<file path="src/servo_joint_ramp_generator_defines.svh">
// ============================================================================
// Servo joint ramp generator assertion macros
// Shared concurrent assertion macros; they expand to nothing in synthesis.
// ============================================================================
`ifndef SERVO_JOINT_RAMP_GENERATOR_DEFINES_SVH
`define SERVO_JOINT_RAMP_GENERATOR_DEFINES_SVH
`ifndef SYNTHESIS
// Same-cycle implication, disabled during reset.
`define SJRG_ASSERT_IMPLY(label, clk, rstn, ante, cons) \
    label: assert property (@(posedge clk) disable iff (!rstn) (ante) |-> (cons)) \
        else $error("sjrg: same-cycle check failed");
// Next-cycle implication, disabled during reset.
`define SJRG_ASSERT_NEXT(label, clk, rstn, ante, cons) \
    label: assert property (@(posedge clk) disable iff (!rstn) (ante) |=> (cons)) \
        else $error("sjrg: next-cycle check failed");
`else
`define SJRG_ASSERT_IMPLY(label, clk, rstn, ante, cons)
`define SJRG_ASSERT_NEXT(label, clk, rstn, ante, cons)
`endif
`endif

</file>
<file path="src/sjrg_pkg.sv">
// ============================================================================
// Servo joint ramp generator package
// Widths, codes, reset values and the controller/datapath interface types.
// ============================================================================
package sjrg_pkg;

    localparam int FRAC_BITS_DEF = 20;
    localparam int POS_WIDTH_DEF = 24;

    localparam int REQ_W      = 3;
    localparam int PW_W       = 12;
    localparam int ANGLE_W    = 24;
    localparam int SPEED_W    = 16;
    localparam int TMS_W      = 16;
    localparam int STATUS_W   = 2;
    localparam int VEL_W      = 26;
    localparam int TPS_W      = 14;
    localparam int CFG_IDX_W  = 3;
    localparam int CFG_DATA_W = 26;

    localparam int IN_TDATA_W  = 72;
    localparam int IN_TUSER_W  = 3;
    localparam int OUT_TDATA_W = 80;
    localparam int OUT_TUSER_W = 2;

    // pi/2 scaled by 2^32 and rounded is 6746518852. The speed term divides it
    // by 1000, so it is kept split into quotient and remainder by 1000.
    localparam int HALF_PI_W = 33;
    localparam int Q32_FRAC  = 32;
    localparam logic [22:0] HALF_PI_DIV_MS = 23'd6746518;
    localparam logic [9:0]  HALF_PI_MOD_MS = 10'd852;

    // floor(x / 1000) equals (x * RECIP_MS) >> RECIP_SHIFT for x below 2^26.
    localparam int SPD_LO_W    = 26;
    localparam int RECIP_W     = 27;
    localparam int RECIP_SHIFT = 36;
    localparam logic [RECIP_W-1:0] RECIP_MS = 27'd68719477;

    localparam logic [SPEED_W-1:0] SPEED_DEFAULT = 16'd1000;
    localparam logic [TMS_W-1:0]   MS_PER_S      = 16'd1000;

    // Request codes.
    localparam logic [REQ_W-1:0] REQ_MOVE_PULSE = 3'd0;
    localparam logic [REQ_W-1:0] REQ_MOVE_ANGLE = 3'd1;
    localparam logic [REQ_W-1:0] REQ_STOP       = 3'd2;
    localparam logic [REQ_W-1:0] REQ_TICK       = 3'd3;
    localparam logic [REQ_W-1:0] REQ_SET_POS    = 3'd4;

    // Result status codes.
    localparam logic [STATUS_W-1:0] ST_STARTED     = 2'd0;
    localparam logic [STATUS_W-1:0] ST_AT_TARGET   = 2'd1;
    localparam logic [STATUS_W-1:0] ST_PULSE_RANGE = 2'd2;
    localparam logic [STATUS_W-1:0] ST_DONE        = 2'd3;

    // Configuration register indexes.
    localparam logic [CFG_IDX_W-1:0] CFG_PW_MIN = 3'd0;
    localparam logic [CFG_IDX_W-1:0] CFG_PW_MAX = 3'd1;
    localparam logic [CFG_IDX_W-1:0] CFG_A_MIN  = 3'd2;
    localparam logic [CFG_IDX_W-1:0] CFG_A_MAX  = 3'd3;
    localparam logic [CFG_IDX_W-1:0] CFG_VLIM   = 3'd4;
    localparam logic [CFG_IDX_W-1:0] CFG_TPS    = 3'd5;

    // Configuration reset values.
    localparam logic [PW_W-1:0]           PW_MIN_RST = 12'd500;
    localparam logic [PW_W-1:0]           PW_MAX_RST = 12'd2500;
    localparam logic signed [ANGLE_W-1:0] A_MIN_RST  = -24'sd1647099;
    localparam logic signed [ANGLE_W-1:0] A_MAX_RST  = 24'sd1647099;
    localparam logic [VEL_W-1:0]          VLIM_RST   = 26'd3294199;
    localparam logic [TPS_W-1:0]          TPS_RST    = 14'd1000;

    typedef enum logic [1:0] {MUL_MAP, MUL_SPEED, MUL_DIST} mul_sel_t;
    typedef enum logic [1:0] {DIV_MAP, DIV_TIME, DIV_STEP} div_sel_t;
    typedef enum logic [1:0] {TGT_ANGLE, TGT_AMIN, TGT_MAP} tgt_src_t;

    typedef struct packed {
        logic                load_in;
        logic                mul_go;
        mul_sel_t            mul_sel;
        logic                spd_frac;
        logic                div_go;
        div_sel_t            div_sel;
        logic                set_target;
        tgt_src_t            tgt_src;
        logic                set_vs;
        logic                set_vt;
        logic                set_vel;
        logic                set_step;
        logic                do_stop;
        logic                do_tick;
        logic                do_setpos;
        logic                out_load;
        logic [STATUS_W-1:0] status;
    } sjrg_cmd_t;

    typedef struct packed {
        logic [REQ_W-1:0] req_type;
        logic             pw_bad;
        logic             span_zero;
        logic             at_target;
        logic             tms_zero;
        logic             div_done;
    } sjrg_stat_t;

endpackage

</file>
<file path="src/sjrg_ctrl.sv">
// ============================================================================
// Servo joint ramp generator controller
// Sequences each request through the shared multiplier and divider.
// ============================================================================
module sjrg_ctrl (
    input  logic                 aclk,
    input  logic                 aresetn,
    input  logic                 s_tvalid,
    output logic                 s_tready,
    input  logic                 m_tready,
    output logic                 m_tvalid,
    input  sjrg_pkg::sjrg_stat_t stat,
    output sjrg_pkg::sjrg_cmd_t  cmd
);
    import sjrg_pkg::*;

    typedef enum logic [3:0] {
        S_IDLE, S_DECODE, S_MAP_MUL, S_MAP_DIV, S_MAP_WAIT, S_CHECK,
        S_SPD_FRAC, S_SPD_SUM, S_TIME_MUL, S_TIME_DIV, S_TIME_WAIT,
        S_VEL, S_STEP_DIV, S_STEP_WAIT, S_FINISH
    } state_t;

    state_t              state_reg, state_next;
    logic [STATUS_W-1:0] status_reg, status_next;
    logic                valid_reg, valid_next;

    always_comb begin
        cmd         = '0;
        cmd.status  = status_reg;
        state_next  = state_reg;
        status_next = status_reg;
        case (state_reg)
            S_IDLE: begin
                if (s_tvalid) begin
                    cmd.load_in = 1'b1;
                    state_next  = S_DECODE;
                end
            end
            S_DECODE: begin
                status_next = ST_DONE;
                state_next  = S_FINISH;
                case (stat.req_type)
                    REQ_MOVE_PULSE: begin
                        if (stat.pw_bad) begin
                            status_next = ST_PULSE_RANGE;
                        end else if (stat.span_zero) begin
                            cmd.set_target = 1'b1;
                            cmd.tgt_src    = TGT_AMIN;
                            state_next     = S_CHECK;
                        end else begin
                            state_next = S_MAP_MUL;
                        end
                    end
                    REQ_MOVE_ANGLE: begin
                        cmd.set_target = 1'b1;
                        cmd.tgt_src    = TGT_ANGLE;
                        state_next     = S_CHECK;
                    end
                    REQ_STOP:    cmd.do_stop   = 1'b1;
                    REQ_TICK:    cmd.do_tick   = 1'b1;
                    REQ_SET_POS: cmd.do_setpos = 1'b1;
                    default: ;
                endcase
            end
            S_MAP_MUL: begin
                cmd.mul_go  = 1'b1;
                cmd.mul_sel = MUL_MAP;
                state_next  = S_MAP_DIV;
            end
            S_MAP_DIV: begin
                cmd.div_go  = 1'b1;
                cmd.div_sel = DIV_MAP;
                state_next  = S_MAP_WAIT;
            end
            S_MAP_WAIT: begin
                if (stat.div_done) begin
                    cmd.set_target = 1'b1;
                    cmd.tgt_src    = TGT_MAP;
                    state_next     = S_CHECK;
                end
            end
            S_CHECK: begin
                if (stat.at_target) begin
                    status_next = ST_AT_TARGET;
                    state_next  = S_FINISH;
                end else begin
                    cmd.mul_go  = 1'b1;
                    cmd.mul_sel = MUL_SPEED;
                    state_next  = S_SPD_FRAC;
                end
            end
            S_SPD_FRAC: begin
                cmd.spd_frac = 1'b1;
                state_next   = S_SPD_SUM;
            end
            S_SPD_SUM: begin
                cmd.set_vs = 1'b1;
                state_next = stat.tms_zero ? S_VEL : S_TIME_MUL;
            end
            S_TIME_MUL: begin
                cmd.mul_go  = 1'b1;
                cmd.mul_sel = MUL_DIST;
                state_next  = S_TIME_DIV;
            end
            S_TIME_DIV: begin
                cmd.div_go  = 1'b1;
                cmd.div_sel = DIV_TIME;
                state_next  = S_TIME_WAIT;
            end
            S_TIME_WAIT: begin
                if (stat.div_done) begin
                    cmd.set_vt = 1'b1;
                    state_next = S_VEL;
                end
            end
            S_VEL: begin
                cmd.set_vel = 1'b1;
                state_next  = S_STEP_DIV;
            end
            S_STEP_DIV: begin
                cmd.div_go  = 1'b1;
                cmd.div_sel = DIV_STEP;
                state_next  = S_STEP_WAIT;
            end
            S_STEP_WAIT: begin
                if (stat.div_done) begin
                    cmd.set_step = 1'b1;
                    status_next  = ST_STARTED;
                    state_next   = S_FINISH;
                end
            end
            S_FINISH: begin
                if (!valid_reg || m_tready) begin
                    cmd.out_load = 1'b1;
                    state_next   = S_IDLE;
                end
            end
            default: state_next = S_IDLE;
        endcase
        valid_next = cmd.out_load ? 1'b1 : (m_tready ? 1'b0 : valid_reg);
    end

    always_ff @(posedge aclk) begin
        if (!aresetn) begin
            state_reg  <= S_IDLE;
            status_reg <= ST_DONE;
            valid_reg  <= 1'b0;
        end else begin
            state_reg  <= state_next;
            status_reg <= status_next;
            valid_reg  <= valid_next;
        end
    end

    assign s_tready = state_reg == S_IDLE;
    assign m_tvalid = valid_reg;

endmodule

</file>
<file path="config.mk">
export PLATFORM = sky130hd
export DESIGN_NAME = sjrg_ctrl
export DESIGN_NICKNAME = d
export VERILOG_FILES = /design/src/servo_joint_ramp_generator_defines.svh /design/src/sjrg_pkg.sv /design/src/sjrg_ctrl.sv
export SDC_FILE = /design/constraint.sdc
export NUM_CORES = 1
export LEC_CHECK = 0
export BUFFER_PORTS_ARGS = -buffer_cell sky130_fd_sc_hd__buf_2
export CAP_MARGIN = 20
export CORE_UTILIZATION = 45
export DETAILED_ROUTE_END_ITERATION = 12
export GPL_TIMING_DRIVEN = 1
export PLACE_DENSITY = 0.79
export SYNTH_ARGS = -nofsm -noshare
export SYNTH_HDL_FRONTEND = slang
export SYNTH_SLANG_ARGS = --single-unit
</file>
<file path="constraint.sdc">
create_clock -name aclk -period 1.7 [get_ports aclk]
set_input_delay 0.34 -clock aclk [delete_from_list [all_inputs] [get_ports aclk]]
set_output_delay 0.34 -clock aclk [all_outputs]
set_load 0.005 [all_outputs]
</file>
# ---- After elaboration in Yosys (flattened, before gate mapping)
# Index checks and enable logic that the tools add are counted.
dict set report word_totals {
  in_bits 12
  output_inout_bits 23
  elab_cells 75
  register_bits 7
}
dict set report op_classes {
  n_mux 40
  reduce_logical 8
  n_eq_ne 24
}
# op count
set ops {}
lappend ops {{$pmux 4 s15} 1}
lappend ops {{$eq 4x4->1 const B} 7}
lappend ops {{$mux 4} 7}
lappend ops {{$mux 3} 6}
lappend ops {{$pmux 3 s3} 2}
lappend ops {{$mux 1} 17}
lappend ops {{$eq 4x3->1 const B} 4}
lappend ops {{$ne 2x2->1 const B} 6}
lappend ops {{$pmux 3 s2} 2}
lappend ops {{$eq 4x2->1 const B} 2}
lappend ops {{$pmux 4 s2} 1}
lappend ops {{$eq 3x2->1 const B} 2}
lappend ops {{$mux 2} 3}
lappend ops {{$pmux 2 s3} 1}
lappend ops {{$reduce_and 5->1} 1}
lappend ops {{$eq 4x1->1 const B} 1}
lappend ops {{$logic_not 4->1} 1}
lappend ops {{$eq 3x1->1 const B} 1}
lappend ops {{$eq 3x3->1 const B} 1}
lappend ops {{$logic_not 3->1} 1}
lappend ops {{$reduce_and 3->1} 1}
lappend ops {{$reduce_bool 3->1} 1}
lappend ops {{$reduce_bool 2->1} 1}
lappend ops {{$logic_not 1->1} 1}
lappend ops {{$logic_or 1x1->1} 1}

# ---- Longest topological paths before layout
dict set report depth {
  depth_word 5
  ltp_mapped 6
  depth_no_buf 4
}

# ---- Worst setup path after synthesis
# Ideal clock, no wire load.
dict set report synth_path {
  path_kind {register -> output}
  startpoint {reg state_reg[1]}
  endpoint {out cmd[4] (netlist name)}
  required_time_ns 1.360
  path_buffers 1
  arrival_ns 1.259
  path_stages_with_launch 5
  setup_slack_ns 0.101
  cell_sequence {dfxtp_1 > buf_6 > or4b_4 > nor2_1 > and3_1}
}
# element line_no
set synth_lines {}
lappend synth_lines {{start: declaration} sjrg_ctrl.sv:23} ;# state_t state_reg, state_next;
lappend synth_lines {{start signal: assignment} sjrg_ctrl.sv:149} ;# state_reg <= state_next;
lappend synth_lines {{end: declaration} sjrg_ctrl.sv:13} ;# output sjrg_pkg::sjrg_cmd_t cmd

==> results by group <==
Status
  – Status: finished, violations left
  – Failing checks: negative setup slack

Logic synthesis
  – Post-Synth Simple-Gate Area: 0.3740
  – Synth area leader: dfxtp_1
  – Mapped Area: roughly 750 µm²
  – Top_reg_cell synth: dfxtp_1
  – Syn_nets: about 110
  – Synth Instances: roughly 100
  – Number of synthesized flops with an enable pin: 0
  – Netlist cell types: 37
  – Ys async rst share: 0
  – Compound-cell area share of the yosys netlist: 0.3072
  – FF+latch count, synth: 7
  – Multiplexer share of the synthesized area: 0
  – Post-Synth Adder-Cell Area: 0
  – Top-area cell type share of the netlist area: 0.1870
  – Main combinational cell family by area after synthesis: simple AND/OR/NAND/NOR gates
  – Xor-xnor portion of the synthesized cell area: 0.02170
  – Avg Inst Size Synth: 7.348 µm²
  – Yosys Warn Count: 0
  – Seq/Total Area, Yosys: 0.1870
  – Area contributors post-synth: dfxtp_1, nor2_1, nand2_1

GRT
  – Overflow after GRT: 0
  – Vias in the first global route: around 750
  – Met3 Usage GRT: 0.01277
  – First-pass GRT wire length: 3174 µm
  – Busiest grt layer: met2
  – Met1 layer usage reported by global route: 0.2861
  – Initial antenna violation count: 0
  – Largest net degree at the start of global routing: 18
  – Total GRT Usage: 0.2213
  – Met2 Use GR: 0.3848

Cells and area
  – # diodes: 0
  – Post-Layout Cell Count: about 160
  – Fillers: around 130
  – Final #Nets: approximately 160
  – Share of cells above drive strength 1: 0.4755
  – Max FFs per register: 4
  – Final Util: 0.7011
  – Synth-to-Final Area Change: 42.57%

Pwr
  – Sw Share: 0.4289
  – Internal Pwr Total: 780.9 µW
  – PwrDens: ~1300 mW/mm²
  – Net Switching: 586.4 µW
  – Pwr Total: about 1.4 mW
  – Comb pwr share: 0.705
  – Clock share of power: 0.119
  – Register share of total power: 0.176
  – Leak Pwr: approximately 0.5 nW
  – Worst VDD drop: approximately 0.65 mV

Drt
  – Via Count: between 800 and 900
  – Post-Route WL: ~2100 µm
  – Post-DR vias/cell: around 5.6
  – Initial DRC count: 11
  – DRT antenna net count: 0
  – Drt pass-1 iters: 4
  – Residual DRC: 0
  – Drt wl/cell: between 10 and 15 µm

Worst setup path
  – Crit path kind: reg2out
  – Cells on worst reg2reg path: 7
  – Crit path arrival time: approximately 1.5 ns
  – Worst setup SP type: flip-flop
  – RR Endpoint: state_reg[0]$_SDFFE_PN0P_
  – Setup crit end kind: output port
  – Critical path fanouts, max: 4
  – RR Startpoint: state_reg[3]$_SDFFE_PN0P_
  – FF-to-FF setup slack: -0.04 ns
  – CP Data Required Time: 1.36 ns
  – Critical path startpoint: state_reg[1]$_SDFFE_PN0P_

STA
  – Top achievable clock speed: approximately 540 MHz
  – Worst Hold Slack: 0.3569 ns
  – Post-route setup slack: -0.1675 ns
  – Post-Route Skew: between 0.01 and 0.015 ns
  – Final number of setup-violating endpoints: 11
  – Final worst-path cycle share: 1.099
  – Slew margin rel.: 0.7970
  – Final max-slew violation count: 0
  – Crit path time final: 1.867 ns
  – Worst-margin pin slew: ~0.30 ns
  – Final hold violations: 0
  – RSZ-0062 raised after global routing: yes

CTS
  – Clk buf depth: 2
  – Number of H-tree levels: 1
  – CTS tree: done
  – CTS clk-pin slew, worst paths: approximately 0.07 ns
  – Root Buffer: clkbuf_4
  – Cts hold-fix bufs: 0
  – Clock buffer count from CTS: 3
  – CTS Sinks: 7
  – Clk_lat worst skew: between 0.2 and 0.3 ns

Worst hold path
  – Hold Crit Depth: 2
  – HP Class: in2reg
  – Hold Path Origin: aresetn
  – Hold path endpoint: status_reg[0]$_SDFFE_PN1P_

Die
  – Die Area: 0.001833 mm²
  – Initial core utilization: 0.4918
  – I/O pin total: 35
  – Row count: 14
  – Die Wd: 42.81 µm
  – Die height: 42.81 µm
  – Core Box Area: 0.001524 mm²

Flow run
  – Max-Cap Viols: 0

Placed design
  – Cells after DPL: about 150
  – # port buffers: 34
  – Place WS: between 0.01 and 0.015 ns
  – GPL Wtd Cong: about 0.86
  – Detailed-placement wirelength estimate: 1432 µm
## what timing repair did
action / in CTS / in global routing
endpoints found under the setup margin: 9 / 13
resized for setup: 8 / 10
buffers inserted: 2 / 4
pin swaps: 3 / 4
## cell type report
type                    instances  area, µm²  area share
multi-input cells              82      590.6      0.5527
repair buffers                 46      271.5      0.2541
flip-flops and latches          7      145.1      0.1358
clock buffers                   4      26.28     0.02459
well taps                      16      20.02     0.01874
inverters                       4      15.01     0.01405
## logic make-up after synthesis
logic type             count (synthesis)
buffers and inverters                 13
XOR/XNOR                               1
flip-flops                             7
AO/OA/AOI/OAI                         30
AND/OR/NAND/NOR                       51
## cell usage in the layout (no fill, tap or decap), drive strengths merged, types with 2 or more instances in the layout
cell / count
a21boi: 3
a21o: 2
a21oi: 5
and2: 2
and3: 2
buf: 46
clkbuf: 4
dfxtp: 7
inv: 4
nand2: 9
nand2b: 5
nand3: 2
nor2: 13
nor2b: 4
nor3: 5
nor4: 3
o211ai: 2
o21ai: 6
o21bai: 2
o221a: 2
o311a: 2
or2: 2
## power groups by stage
stage               registers (mW)  logic (mW)  clock network, mW
global route                 0.245        1.04              0.167
floorplan                    0.226       0.578                  0
detailed placement           0.244       0.733                  0
CTS                          0.234       0.822              0.157
global placement             0.241       0.719                  0
finish                       0.240       0.965              0.162
## metal layers
metal  routed length, µm  vias to the layer above
li1                    -                      451
met1                 965                      409
met2                1057                       28
met3                  83                        4
met4                  25                        0
met5                   0                        -
## metrics by stage
step / TNS (ns) / cell area [µm²]
final: -0.8686 / 1069
after global routing: -1.378 / 1069
after CTS: -0.5754 / 1001
after detailed placement: 0 / 917.1
after global placement: 0 / 917.1
after floorplan: 0 / 749.5
## worst max path at each step
stage,depth (start not counted),endpoint,slack (ns)
global placement,4,cmd[4],0.09
CTS,4,cmd[10],-0.15
detailed placement,4,cmd[10],0.01
floorplan,4,cmd[4],0.10
finish,4,cmd[10],-0.17
global route,5,cmd[5],-0.22
## cell usage after synthesis, drive strengths merged, types with 2 or more instances
master,number
nor2,13
or2,2
buf,8
nor4,3
o21bai,2
o311a,2
a21boi,3
a21o,2
dfxtp,7
inv,4
and3,2
o221a,2
nor2b,4
a21oi,5
o21ai,6
and2,2
nand2b,5
o211ai,2
nor3,5
nand2,9
nand3,2
## worst max-delay path, cell delays in order (launching register included)
cell,delay (ns)
dfxtp_2,0.32
or4b_4,0.58
nor2_4,0.12
and3_1,0.15
buf_2,0.11
No activity file was read; power rests on OpenSTA's default activity.
