--- config.mk ---
export PLATFORM = sky130hd
export DESIGN_NAME = sjrg_datapath
export DESIGN_NICKNAME = d
export VERILOG_FILES = /design/src/servo_joint_ramp_generator_defines.svh /design/src/sjrg_pkg.sv /design/src/sjrg_div.sv /design/src/sjrg_datapath.sv
export SDC_FILE = /design/constraint.sdc
export NUM_CORES = 2
export LEC_CHECK = 0
export BUFFER_PORTS_ARGS = -buffer_cell sky130_fd_sc_hd__buf_2
export CORE_AREA = 2 2 329 331
export CTS_CLUSTER_SIZE = 16
export DETAILED_ROUTE_END_ITERATION = 12
export DIE_AREA = 0 0 331 333
export PLACE_DENSITY = 0.72
export SLEW_MARGIN = 10
export SYNTH_ARGS = -nofsm -noshare
export SYNTH_HDL_FRONTEND = slang
export SYNTH_SLANG_ARGS = --single-unit
--- constraint.sdc ---
create_clock -name aclk -period 9.11 [get_ports aclk]
set_clock_uncertainty 0.05 [all_clocks]
set_input_delay 0.4555 -clock aclk [delete_from_list [all_inputs] [get_ports aclk]]
set_output_delay 0.4555 -clock aclk [all_outputs]
set_load 0.05 [all_outputs]
--- src/servo_joint_ramp_generator_defines.svh ---
// ============================================================================
// Servo joint ramp generator assertion macros
// Shared concurrent assertion macros; they expand to nothing in synthesis.
// ============================================================================
`ifndef SERVO_JOINT_RAMP_GENERATOR_DEFINES_SVH
`define SERVO_JOINT_RAMP_GENERATOR_DEFINES_SVH
`ifndef SYNTHESIS
// Same-cycle implication, disabled during reset.
`define SJRG_ASSERT_IMPLY(label, clk, rstn, ante, cons) \
    label: assert property (@(posedge clk) disable iff (!rstn) (ante) |-> (cons)) \
        else $error("sjrg: same-cycle check failed");
// Next-cycle implication, disabled during reset.
`define SJRG_ASSERT_NEXT(label, clk, rstn, ante, cons) \
    label: assert property (@(posedge clk) disable iff (!rstn) (ante) |=> (cons)) \
        else $error("sjrg: next-cycle check failed");
`else
`define SJRG_ASSERT_IMPLY(label, clk, rstn, ante, cons)
`define SJRG_ASSERT_NEXT(label, clk, rstn, ante, cons)
`endif
`endif

--- src/sjrg_pkg.sv ---
// ============================================================================
// Servo joint ramp generator package
// Widths, codes, reset values and the controller/datapath interface types.
// ============================================================================
package sjrg_pkg;

    localparam int FRAC_BITS_DEF = 20;
    localparam int POS_WIDTH_DEF = 24;

    localparam int REQ_W      = 3;
    localparam int PW_W       = 12;
    localparam int ANGLE_W    = 24;
    localparam int SPEED_W    = 16;
    localparam int TMS_W      = 16;
    localparam int STATUS_W   = 2;
    localparam int VEL_W      = 26;
    localparam int TPS_W      = 14;
    localparam int CFG_IDX_W  = 3;
    localparam int CFG_DATA_W = 26;

    localparam int IN_TDATA_W  = 72;
    localparam int IN_TUSER_W  = 3;
    localparam int OUT_TDATA_W = 80;
    localparam int OUT_TUSER_W = 2;

    // pi/2 scaled by 2^32 and rounded is 6746518852. The speed term divides it
    // by 1000, so it is kept split into quotient and remainder by 1000.
    localparam int HALF_PI_W = 33;
    localparam int Q32_FRAC  = 32;
    localparam logic [22:0] HALF_PI_DIV_MS = 23'd6746518;
    localparam logic [9:0]  HALF_PI_MOD_MS = 10'd852;

    // floor(x / 1000) equals (x * RECIP_MS) >> RECIP_SHIFT for x below 2^26.
    localparam int SPD_LO_W    = 26;
    localparam int RECIP_W     = 27;
    localparam int RECIP_SHIFT = 36;
    localparam logic [RECIP_W-1:0] RECIP_MS = 27'd68719477;

    localparam logic [SPEED_W-1:0] SPEED_DEFAULT = 16'd1000;
    localparam logic [TMS_W-1:0]   MS_PER_S      = 16'd1000;

    // Request codes.
    localparam logic [REQ_W-1:0] REQ_MOVE_PULSE = 3'd0;
    localparam logic [REQ_W-1:0] REQ_MOVE_ANGLE = 3'd1;
    localparam logic [REQ_W-1:0] REQ_STOP       = 3'd2;
    localparam logic [REQ_W-1:0] REQ_TICK       = 3'd3;
    localparam logic [REQ_W-1:0] REQ_SET_POS    = 3'd4;

    // Result status codes.
    localparam logic [STATUS_W-1:0] ST_STARTED     = 2'd0;
    localparam logic [STATUS_W-1:0] ST_AT_TARGET   = 2'd1;
    localparam logic [STATUS_W-1:0] ST_PULSE_RANGE = 2'd2;
    localparam logic [STATUS_W-1:0] ST_DONE        = 2'd3;

    // Configuration register indexes.
    localparam logic [CFG_IDX_W-1:0] CFG_PW_MIN = 3'd0;
    localparam logic [CFG_IDX_W-1:0] CFG_PW_MAX = 3'd1;
    localparam logic [CFG_IDX_W-1:0] CFG_A_MIN  = 3'd2;
    localparam logic [CFG_IDX_W-1:0] CFG_A_MAX  = 3'd3;
    localparam logic [CFG_IDX_W-1:0] CFG_VLIM   = 3'd4;
    localparam logic [CFG_IDX_W-1:0] CFG_TPS    = 3'd5;

    // Configuration reset values.
    localparam logic [PW_W-1:0]           PW_MIN_RST = 12'd500;
    localparam logic [PW_W-1:0]           PW_MAX_RST = 12'd2500;
    localparam logic signed [ANGLE_W-1:0] A_MIN_RST  = -24'sd1647099;
    localparam logic signed [ANGLE_W-1:0] A_MAX_RST  = 24'sd1647099;
    localparam logic [VEL_W-1:0]          VLIM_RST   = 26'd3294199;
    localparam logic [TPS_W-1:0]          TPS_RST    = 14'd1000;

    typedef enum logic [1:0] {MUL_MAP, MUL_SPEED, MUL_DIST} mul_sel_t;
    typedef enum logic [1:0] {DIV_MAP, DIV_TIME, DIV_STEP} div_sel_t;
    typedef enum logic [1:0] {TGT_ANGLE, TGT_AMIN, TGT_MAP} tgt_src_t;

    typedef struct packed {
        logic                load_in;
        logic                mul_go;
        mul_sel_t            mul_sel;
        logic                spd_frac;
        logic                div_go;
        div_sel_t            div_sel;
        logic                set_target;
        tgt_src_t            tgt_src;
        logic                set_vs;
        logic                set_vt;
        logic                set_vel;
        logic                set_step;
        logic                do_stop;
        logic                do_tick;
        logic                do_setpos;
        logic                out_load;
        logic [STATUS_W-1:0] status;
    } sjrg_cmd_t;

    typedef struct packed {
        logic [REQ_W-1:0] req_type;
        logic             pw_bad;
        logic             span_zero;
        logic             at_target;
        logic             tms_zero;
        logic             div_done;
    } sjrg_stat_t;

endpackage

--- src/sjrg_div.sv ---
// ============================================================================
// Servo joint ramp generator divider
// Restoring unsigned divider, one quotient bit per cycle.
// ============================================================================
module sjrg_div #(
    parameter int DW = 49,
    parameter int VW = 16
) (
    input  logic          aclk,
    input  logic          aresetn,
    input  logic          start,
    input  logic [DW-1:0] dividend,
    input  logic [VW-1:0] divisor,
    output logic          done,
    output logic [DW-1:0] quotient
);
    localparam int CNT_W = $clog2(DW + 1);

    logic [VW:0]    rem_reg, rem_next, shifted;
    logic [DW-1:0]  quo_reg, quo_next;
    logic [VW-1:0]  dvs_reg;
    logic [CNT_W-1:0] cnt_reg;
    logic           busy_reg, done_reg, fits;

    always_comb begin
        shifted  = {rem_reg[VW-1:0], quo_reg[DW-1]};
        fits     = shifted >= {1'b0, dvs_reg};
        rem_next = fits ? shifted - {1'b0, dvs_reg} : shifted;
        quo_next = {quo_reg[DW-2:0], fits};
    end

    always_ff @(posedge aclk) begin
        if (!aresetn) begin
            busy_reg <= 1'b0;
            done_reg <= 1'b0;
            cnt_reg  <= '0;
        end else begin
            done_reg <= busy_reg && (cnt_reg == CNT_W'(1));
            if (start) begin
                busy_reg <= 1'b1;
                cnt_reg  <= CNT_W'(DW);
            end else if (busy_reg) begin
                cnt_reg <= cnt_reg - CNT_W'(1);
                if (cnt_reg == CNT_W'(1)) begin
                    busy_reg <= 1'b0;
                end
            end
        end
    end

    always_ff @(posedge aclk) begin
        if (start) begin
            rem_reg <= '0;
            quo_reg <= dividend;
            dvs_reg <= divisor;
        end else if (busy_reg) begin
            rem_reg <= rem_next;
            quo_reg <= quo_next;
        end
    end

    assign done     = done_reg;
    assign quotient = quo_reg;

endmodule

--- src/sjrg_datapath.sv ---
// ============================================================================
// Servo joint ramp generator datapath
// Configuration, joint state, shared multiplier and divider, result register.
// ============================================================================
module sjrg_datapath #(
    parameter int FRAC_BITS = 20,
    parameter int POS_WIDTH = 24
) (
    input  logic                                  aclk,
    input  logic                                  aresetn,
    input  logic                                  cfg_we,
    input  logic [sjrg_pkg::CFG_IDX_W-1:0]        cfg_index,
    input  logic [sjrg_pkg::CFG_DATA_W-1:0]       cfg_wdata,
    input  logic [sjrg_pkg::REQ_W-1:0]            req_type,
    input  logic [sjrg_pkg::PW_W-1:0]             pulse_width,
    input  logic signed [sjrg_pkg::ANGLE_W-1:0]   angle,
    input  logic [sjrg_pkg::SPEED_W-1:0]          speed,
    input  logic [sjrg_pkg::TMS_W-1:0]            move_time_ms,
    input  sjrg_pkg::sjrg_cmd_t                   cmd,
    output sjrg_pkg::sjrg_stat_t                  stat,
    output logic [sjrg_pkg::STATUS_W-1:0]         out_status,
    output logic signed [sjrg_pkg::ANGLE_W-1:0]   out_position,
    output logic signed [sjrg_pkg::ANGLE_W-1:0]   out_target,
    output logic [sjrg_pkg::VEL_W-1:0]            out_velocity,
    output logic                                  out_clamped
);
    import sjrg_pkg::*;

    localparam int EW  = (POS_WIDTH > ANGLE_W) ? POS_WIDTH : ANGLE_W;
    localparam int CW  = ((POS_WIDTH > VEL_W) ? POS_WIDTH : VEL_W) + 1;
    localparam int AW  = (POS_WIDTH > HALF_PI_W) ? POS_WIDTH : HALF_PI_W;
    localparam int DW  = AW + SPEED_W;
    localparam int AXW = ANGLE_W + 1;
    localparam int SPD_SHIFT = Q32_FRAC - FRAC_BITS;
    localparam int FP_W = SPD_LO_W + RECIP_W;
    localparam int FQ_W = FP_W - RECIP_SHIFT;
    localparam logic signed [EW-1:0] POS_HI =
        {{(EW - POS_WIDTH + 1){1'b0}}, {(POS_WIDTH - 1){1'b1}}};
    localparam logic signed [EW-1:0] POS_LO = ~POS_HI;

    // Configuration registers.
    logic [PW_W-1:0]           pw_min_reg, pw_max_reg;
    logic signed [ANGLE_W-1:0] a_min_reg, a_max_reg;
    logic [VEL_W-1:0]          vlim_reg;
    logic [TPS_W-1:0]          tps_reg;

    // Latched request.
    logic [REQ_W-1:0]          req_reg;
    logic [PW_W-1:0]           pw_reg;
    logic signed [ANGLE_W-1:0] ang_reg;
    logic [SPEED_W-1:0]        speed_reg;
    logic [TMS_W-1:0]          tms_reg;

    // Joint state and move scratch.
    logic signed [POS_WIDTH-1:0] cur_reg, tgt_reg;
    logic [VEL_W-1:0]            vel_reg, step_reg, vs_reg, vt_reg;
    logic                        clamp_reg;
    logic [DW-1:0]               prod_reg;
    logic [SPD_LO_W-1:0]         spd_lo_reg;
    logic [FQ_W-1:0]             spd_frac_reg;

    // Result register.
    logic [STATUS_W-1:0]       ost_reg;
    logic signed [ANGLE_W-1:0] opos_reg, otgt_reg;
    logic [VEL_W-1:0]          ovel_reg;
    logic                      oclamp_reg;

    logic [PW_W-1:0]           pw_off, span;
    logic signed [AXW-1:0]     adiff;
    logic [AXW-1:0]            adiff_mag, map_q;
    logic signed [AXW:0]       map_sum, map_off;
    logic signed [ANGLE_W-1:0] tgt_in;
    logic signed [POS_WIDTH:0] diff;
    logic [POS_WIDTH-1:0]      dist_mag;
    logic signed [CW-1:0]      cur_ext, stepped;
    logic [CW-1:0]             step_ext, dist_ext;
    logic signed [POS_WIDTH-1:0] tick_pos;
    logic [SPEED_W-1:0]        speed_eff;
    logic [TPS_W-1:0]          tps_eff;
    logic [AW-1:0]             mul_a;
    logic [SPEED_W-1:0]        mul_b;
    logic [DW-1:0]             div_a, quo, spd_sum, spd_shifted;
    logic [FP_W-1:0]           frac_prod;
    logic [TMS_W-1:0]          div_b;
    logic                      div_done;
    logic [VEL_W-1:0]          vs_sat, vt_sat, vmax, vel_new;
    logic                      clamp_new;
    logic signed [EW-1:0]      pos_w, tgt_w;

    function automatic logic signed [POS_WIDTH-1:0] sat_pos(
        input logic signed [ANGLE_W-1:0] v
    );
        logic signed [EW-1:0] x;
        x = EW'(v);
        if (x > POS_HI) begin
            x = POS_HI;
        end else if (x < POS_LO) begin
            x = POS_LO;
        end
        return x[POS_WIDTH-1:0];
    endfunction

    always_comb begin
        // Linear pulse-to-angle map; magnitude divide keeps truncation toward zero.
        pw_off    = pw_reg - pw_min_reg;
        span      = pw_max_reg - pw_min_reg;
        adiff     = AXW'(a_max_reg) - AXW'(a_min_reg);
        adiff_mag = adiff[AXW-1] ? AXW'(-adiff) : AXW'(adiff);
        map_q     = quo[AXW-1:0];
        map_off   = signed'({1'b0, map_q});
        map_sum   = (AXW + 1)'(a_min_reg) + (adiff[AXW-1] ? -map_off : map_off);

        case (cmd.tgt_src)
            TGT_ANGLE: tgt_in = ang_reg;
            TGT_AMIN:  tgt_in = a_min_reg;
            TGT_MAP:   tgt_in = map_sum[ANGLE_W-1:0];
            default:   tgt_in = ang_reg;
        endcase

        diff     = (POS_WIDTH + 1)'(tgt_reg) - (POS_WIDTH + 1)'(cur_reg);
        dist_mag = diff[POS_WIDTH] ? POS_WIDTH'(-diff) : POS_WIDTH'(diff);

        // One tick toward the target, landing on it when within one step.
        cur_ext  = CW'(cur_reg);
        step_ext = CW'(step_reg);
        dist_ext = CW'(dist_mag);
        stepped  = diff[POS_WIDTH] ? cur_ext - signed'(step_ext)
                                   : cur_ext + signed'(step_ext);
        tick_pos = (dist_ext < step_ext) ? tgt_reg : stepped[POS_WIDTH-1:0];

        speed_eff = (speed_reg == '0 && tms_reg == '0) ? SPEED_DEFAULT : speed_reg;
        tps_eff   = (tps_reg == '0) ? TPS_W'(1) : tps_reg;

        case (cmd.mul_sel)
            MUL_MAP: begin
                mul_a = AW'(adiff_mag);
                mul_b = SPEED_W'(pw_off);
            end
            MUL_SPEED: begin
                mul_a = AW'(HALF_PI_DIV_MS);
                mul_b = speed_eff;
            end
            MUL_DIST: begin
                mul_a = AW'(dist_mag);
                mul_b = MS_PER_S;
            end
            default: begin
                mul_a = AW'(dist_mag);
                mul_b = MS_PER_S;
            end
        endcase

        case (cmd.div_sel)
            DIV_MAP: begin
                div_a = prod_reg;
                div_b = TMS_W'(span);
            end
            DIV_TIME: begin
                div_a = prod_reg;
                div_b = tms_reg;
            end
            DIV_STEP: begin
                div_a = DW'(vel_reg);
                div_b = TMS_W'(tps_eff);
            end
            default: begin
                div_a = prod_reg;
                div_b = tms_reg;
            end
        endcase

        // Speed term: speed * (pi/2 * 2^32) / 1000 is speed times the quotient
        // part plus the remainder part divided by 1000 through a reciprocal.
        frac_prod   = FP_W'(spd_lo_reg) * FP_W'(RECIP_MS);
        spd_sum     = prod_reg + DW'(spd_frac_reg);
        spd_shifted = spd_sum >> SPD_SHIFT;
        vs_sat = (|spd_shifted[DW-1:VEL_W]) ? '1 : spd_shifted[VEL_W-1:0];
        vt_sat = (|quo[DW-1:VEL_W]) ? '1 : quo[VEL_W-1:0];
        vmax      = (vt_reg > vs_reg) ? vt_reg : vs_reg;
        clamp_new = vmax > vlim_reg;
        vel_new   = clamp_new ? vlim_reg : vmax;

        pos_w = EW'(cur_reg);
        tgt_w = EW'(tgt_reg);
    end

    sjrg_div #(
        .DW(DW),
        .VW(TMS_W)
    ) u_div (
        .aclk    (aclk),
        .aresetn (aresetn),
        .start   (cmd.div_go),
        .dividend(div_a),
        .divisor (div_b),
        .done    (div_done),
        .quotient(quo)
    );

    always_ff @(posedge aclk) begin
        if (!aresetn) begin
            pw_min_reg <= PW_MIN_RST;
            pw_max_reg <= PW_MAX_RST;
            a_min_reg  <= A_MIN_RST;
            a_max_reg  <= A_MAX_RST;
            vlim_reg   <= VLIM_RST;
            tps_reg    <= TPS_RST;
        end else if (cfg_we) begin
            case (cfg_index)
                CFG_PW_MIN: pw_min_reg <= cfg_wdata[PW_W-1:0];
                CFG_PW_MAX: pw_max_reg <= cfg_wdata[PW_W-1:0];
                CFG_A_MIN:  a_min_reg  <= cfg_wdata[ANGLE_W-1:0];
                CFG_A_MAX:  a_max_reg  <= cfg_wdata[ANGLE_W-1:0];
                CFG_VLIM:   vlim_reg   <= cfg_wdata[VEL_W-1:0];
                CFG_TPS:    tps_reg    <= cfg_wdata[TPS_W-1:0];
                default: ;
            endcase
        end
    end

    always_ff @(posedge aclk) begin
        if (!aresetn) begin
            cur_reg  <= '0;
            tgt_reg  <= '0;
            vel_reg  <= '0;
            step_reg <= '0;
        end else begin
            if (cmd.set_target) begin
                tgt_reg <= sat_pos(tgt_in);
            end
            if (cmd.do_stop) begin
                vel_reg <= '0;
                tgt_reg <= cur_reg;
            end
            if (cmd.do_tick && (tgt_reg != cur_reg)) begin
                cur_reg <= tick_pos;
            end
            if (cmd.do_setpos) begin
                cur_reg <= sat_pos(ang_reg);
            end
            if (cmd.set_vel) begin
                vel_reg <= vel_new;
            end
            if (cmd.set_step) begin
                step_reg <= quo[VEL_W-1:0];
            end
        end
    end

    always_ff @(posedge aclk) begin
        if (cmd.load_in) begin
            req_reg   <= req_type;
            pw_reg    <= pulse_width;
            ang_reg   <= angle;
            speed_reg <= speed;
            tms_reg   <= move_time_ms;
            clamp_reg <= 1'b0;
        end else if (cmd.set_vel) begin
            clamp_reg <= clamp_new;
        end
        if (cmd.mul_go) begin
            prod_reg <= DW'(mul_a * mul_b);
        end
        if (cmd.mul_go && (cmd.mul_sel == MUL_SPEED)) begin
            spd_lo_reg <= SPD_LO_W'(speed_eff) * SPD_LO_W'(HALF_PI_MOD_MS);
        end
        if (cmd.spd_frac) begin
            spd_frac_reg <= frac_prod[FP_W-1:RECIP_SHIFT];
        end
        if (cmd.set_vs) begin
            vs_reg <= vs_sat;
            vt_reg <= '0;
        end else if (cmd.set_vt) begin
            vt_reg <= vt_sat;
        end
        if (cmd.out_load) begin
            ost_reg    <= cmd.status;
            opos_reg   <= pos_w[ANGLE_W-1:0];
            otgt_reg   <= tgt_w[ANGLE_W-1:0];
            ovel_reg   <= vel_reg;
            oclamp_reg <= clamp_reg;
        end
    end

    always_comb begin
        stat.req_type  = req_reg;
        stat.pw_bad    = (pw_reg < pw_min_reg) || (pw_reg > pw_max_reg);
        stat.span_zero = pw_max_reg == pw_min_reg;
        stat.at_target = tgt_reg == cur_reg;
        stat.tms_zero  = tms_reg == '0;
        stat.div_done  = div_done;
    end

    assign out_status   = ost_reg;
    assign out_position = opos_reg;
    assign out_target   = otgt_reg;
    assign out_velocity = ovel_reg;
    assign out_clamped  = oclamp_reg;

endmodule

# Word level (Yosys, flattened, before mapping)
# Cells that the tools add are included.
[op_classes]
n_addsub = 13
mul = 3
n_lt_le_gt_ge = 10
n_eq_ne = 13
muxes = 33
n_bitwise = 1
reduce_logical = 24
[ops]
columns = ["op", "n"]
rows = [
  ["$mux W24", 12],
  ["$mux W49", 3],
  ["$mux W26", 5],
  ["$pmux W16 S2", 2],
  ["$gt A26 B26 Y1", 2],
  ["$mul A24 B27 Y51 const B", 1],
  ["$pmux W25 S2", 1],
  ["$sub A24 B24 Y25", 2],
  ["$add A49 B17 Y49", 1],
  ["$mul A33 B16 Y49", 1],
  ["$add A24 B24 Y24", 2],
  ["$gt A24 B24 Y1 const B", 2],
  ["$lt A24 B24 Y1 const B", 2],
  ["$neg A24 Y24", 2],
  ["$pmux W24 S2", 1],
  ["$logic_not A16 Y1", 2],
  ["$mux W16", 2],
  ["$lt A24 B26 Y1", 1],
  ["$mux W25", 1],
  ["$neg A25 Y25", 1],
  ["$eq A24 B24 Y1", 1],
  ["$mul A16 B8 Y24 const B", 1],
  ["$ne A24 B24 Y1", 1],
  ["$sub A12 B12 Y12", 2],
  ["other kinds (27)", 46],
]
[word_totals]
reg_bits = 592
output_inout_bits = 85

# Longest topological paths before layout
[depth]
depth_word = 9
mapped_depth = 42
ltp_nobuf = 40

# Hierarchy
# Synthesis repeated with hierarchy kept, for this count alone.
[unflattened]
cells_unflattened = 6190
area_unflattened_um2 = 58600.0
[modules_own_cells]
columns = ["mod", "instances", "cells_per_inst", "area_each_um2", "seq_area_each_um2"]
rows = [
  ["sjrg_datapath", 1, 5816, 54099.4, 12562.0],
  ["sjrg_div", 1, 374, 4500.6, 2432.3],
]

# Worst setup path after synthesis
# Ideal clock, no wire load.
[synth_timing]
path_type = "register to register"
startpoint = "register a_min_reg[2]"
endpoint = "register prod_reg[39] (data pin)"
setup_time_ps = 260
t_arrival_ps = 9372
required_ps = 8800
path_slack_ps = -572
stages_incl_launch_ff = 41
path_buffers = 3
synth_period_minus_slack_ps = 9682
path_cell_list = "dfxtp_1 > inv_1 > ha_1 > nor2b_4 > o21ai_2 > a21boi_2 > o311a_4 > or3b_1 > a21oi_1 > o31ai_2 > a2111oi_4 > buf_4 > buf_4 > o21ai_0 > xnor2_1 > a2bb2oi_1 > clkbuf_1 > nand2_1 > [... 5 more ...] > inv_1 > fa_1 > inv_1 > fa_1 > inv_1 > fa_1 > ha_1 > and3_1 > a221o_1 > a21o_1 > o311ai_0 > a211o_1 > a21oi_1 > a41oi_1 > a211o_1 > o21bai_1 > a21oi_1 > xnor2_1"
[synth_between]
elab_chain_len = 5
[synth_lines]
columns = ["element", "line", "source"]
rows = [
  ["start, declared", "sjrg_datapath.sv:43", "logic signed [ANGLE_W-1:0] a_min_reg, a_max_reg;"],
  ["start signal, assigned", "sjrg_datapath.sv:212", "CFG_A_MIN: a_min_reg <= cfg_wdata[ANGLE_W-1:0];"],
  ["$sub A24 B24 Y25 *", "sjrg_datapath.sv:107", "adiff = AXW'(a_max_reg) - AXW'(a_min_reg);"],
  ["$neg A25 Y25", "sjrg_datapath.sv:108", "adiff_mag = adiff[AXW-1] ? AXW'(-adiff) : AXW'(adiff);"],
  ["$mux W25 *", "sjrg_datapath.sv:108", ""],
  ["$pmux W25 S2 *", "sjrg_datapath.sv:134", "case (cmd.mul_sel)"],
  ["$mul A33 B16 Y49 *", "sjrg_datapath.sv:262", "prod_reg <= DW'(mul_a * mul_b);"],
  ["end signal, assigned", "sjrg_datapath.sv:262", ""],
  ["end, declared", "sjrg_datapath.sv:58", "logic [DW-1:0] prod_reg;"],
]
# Mark *: on every way between the ends. The rest lies on a longest branch, timed or not.
# A chain may end at the register's enable or synchronous reset.

# Worst setup path after layout
[layout_timing]
startpoint = "register a_max_reg[0]"
endpoint = "register prod_reg[39] (data pin)"
[layout_between]
elab_chain_len = 5
[layout_lines]
columns = ["element", "line", "source"]
rows = [
  ["start, declared", "sjrg_datapath.sv:43", ""],
  ["start signal, assigned", "sjrg_datapath.sv:213", "CFG_A_MAX: a_max_reg <= cfg_wdata[ANGLE_W-1:0];"],
  ["$sub A24 B24 Y25 *", "sjrg_datapath.sv:107", ""],
  ["$neg A25 Y25", "sjrg_datapath.sv:108", ""],
  ["$mux W25 *", "sjrg_datapath.sv:108", ""],
  ["$pmux W25 S2 *", "sjrg_datapath.sv:134", ""],
  ["$mul A33 B16 Y49 *", "sjrg_datapath.sv:262", ""],
]
# Marks and branches as above.

==> impl_metrics.toml <==
[synthesis]
netlist_top_cells_count = "inv_1, ha_1, nand2_1, fa_1, nor2_1"
post_synth_xor_area_fraction_pct = 4.00
yosysSeqAreaShare_pct = 25.7
synth_compound_area_share_pct = 12.5
synth.most_common_cell = "inv_1"
syn_inst = 6219
synth.distinct_cells = 98
synth_top_family_by_area = "adder cells"
synth_area_per_cell_sq_um = 9.38
synth_largest_area_cell = "fa_1"
ys_warn_count = 0
synthFlopType = "edfxtp_1"
synth_edf_count = 324
syn_area_sq_mm = 0.0583
ys_ff_latch = 587
synthArstFlopShare_pct = 0
synth.area.top_cells = "fa_1, edfxtp_1, ha_1, dfxtp_1, inv_1"
synth_fa_ha_area_share_pct = 34.1
synthMuxAreaShare_pct = 2.52
netlist.area_leader.share_pct = 19.2
yosys.area_share.simple_pct = 12.8

[clock_tree]
clock_path_buffers = 3
htree_levels = 3
cts.clk_slew.worst_paths_ns = 0.07
clock-sinks = 587
clk_latency_ns = 0.67
cts_root_buffer = "clkbuf_16"
tritoncts = "done"
cts-buffers-inserted = 71

[final_layout]
area_delta_synth_final_pct = 18.8
drive_gt1_share_pct = 17.1
largest_reg_flops = 49
fillers = 8660
nets = 8346
design_area_sq_mm = 0.0693
fin_util_pct = 65.0

[routing]
route.detailed.drc = 0
wl_per_cell_um = 21.6
drtIter0Drc = 4205
dr.pass1.iters = 6
via_count = 48200
ant_nets = 0
via_per_inst = 5.72
drt-total-wl_mm = 183

[worst_setup_path]
cp_num_buf_inv = 10
crit_path_start_kind = "flop"
path_common_cell = "fa_1"
cp_slowest_cell = "fa_1"
worstPathRequired_ns = 9.48
critPathMaxStageDelay_ns = 0.54
worstSetupPathType = "flop to flop"
worstPathArrival_ns = 9.75
endpoint_kind = "flop"
critPathTopFamily = "adder cells"
crit_fanout = 6

[timing]
relSlewSlack_pct = 13.2
setup_ws_ns = -0.267
rsz0062_at_grt = "true"
finalSetupViolCount = 21
fmax_mhz = 107
final.period_utilization_pct = 103
holdWs_ns = 0.0277
drv_slew = 0
hold_viol_final = 0
worst_slew_pin_slew_ns = 1.29
finalCriticalPeriod_ns = 9.38

[die]
dieHeight_um = 333
coreArea_sq_mm = 0.107
die_x_um = 331
initial_core_util_pct = 54.7
ios = 209
die-area_sq_mm = 0.110
rows = 120

[grt]
grt_max_degree = 88
grt_pass1_wl_mm = 277
antenna_found_initial = 3
track_usage_pct = 33.0
grt_pass1_vias = 47800
gr-total-overflow = 0

[hold_path]
hp-class = "input pin to flop"

[placed_design]
dp_hpwl_mm = 145
placed_area_sq_mm = 0.0644
port_buffers = 208
gp_congestion = 0.992

[run_status]
status = "finished with violations"
violations = "setup timing"

[flow_run]
maxCapViolCount = 0
metrics by stage:
step	setup TNS (ns)	setup slack, ns	cells
2_1_floorplan	0	0.00121	6266
3_3_place_gp	-3.56	-0.456	8159
3_5_place_dp	-7.62	-0.646	8159
4_1_cts	-1.54	-0.237	8397
5_1_grt	-7.98	-0.555	8430
6_report	-3.05	-0.267	8431
cell families (layout without fill, tap and decap cells):
kind of cell	Yosys count	count (layout)
xor+xnor	266	266
buf+inv	1293	2054
other cells	2	50
fa+ha+maj	1253	1253
compound gates	1079	1079
mux	145	145
simple gates	1594	1594
flops	587	587
layout make-up:
cell class	instances	area (sq um)	share of cell area [%]
Multi-Input combinational cell	4386	39800	57.4
Timing Repair Buffer	860	6370	9.19
Tap cell	1403	1760	2.53
Sequential cell	587	15000	21.6
Clock buffer	88	1900	2.74
Inverter	1063	3990	5.76
Clock inverter	43	469	0.677
Antenna cell	1	2.50	0.00361
worst min-delay path: stages:
cell and delay [ns]:
buf_2 0.12, nand2_1 0.05, o211ai_1 0.08
layout by cell type, fill, tap and decap left out, drive strengths merged, types with 78 or more instances in the layout:
master / count
a21o: 105
a21oi: 250
and2: 90
buf: 786
clkbuf: 89
dfxtp: 263
edfxtp: 324
fa: 558
ha: 695
inv: 1071
mux2i: 131
nand2: 629
nand3: 103
nor2: 339
nor2b: 89
nor3: 102
o21ai: 198
xnor2: 188
xor2: 78
worst paths after layout:
kind	startpoint	endpoint	slack (ns)	cells after the start
hold / removal	cfg_wdata[18]	a_min_reg[18]$_SDFFE_PN1P_	0.03	3
hold reg to reg	clamp_reg$_SDFFE_PP0P_	out_clamped$_DFFE_PP_	0.39	0
setup / recovery	a_max_reg[0]$_SDFFE_PN1P_	prod_reg[39]$_DFFE_PP_	-0.27	42
setup reg to reg	a_max_reg[0]$_SDFFE_PN1P_	prod_reg[39]$_DFFE_PP_	-0.27	42
layer usage:
layer	vias to the layer above	wire [um]	track usage (%)
li1	22200	-	-
met1	23600	78400	46.7
met2	2033	80300	50.4
met3	342	17200	7.13
met4	4	6610	10.7
met5	-	31	0
what timing repair did:
| item | CTS | global route |
|---|---|---|
| pin swaps | 77 | 118 |
| hold buffers | 73 | 0 |
| cloned | 0 | 1 |
| buffers inserted | 34 | 39 |
| endpoints found under the hold margin | 73 | 0 |
| setup endpoints to repair | 23 | 26 |
| resized for setup | 83 | 197 |
Power is not shown: default switching activity piles up to over one toggle a cycle in this logic, so the estimate is an artifact.
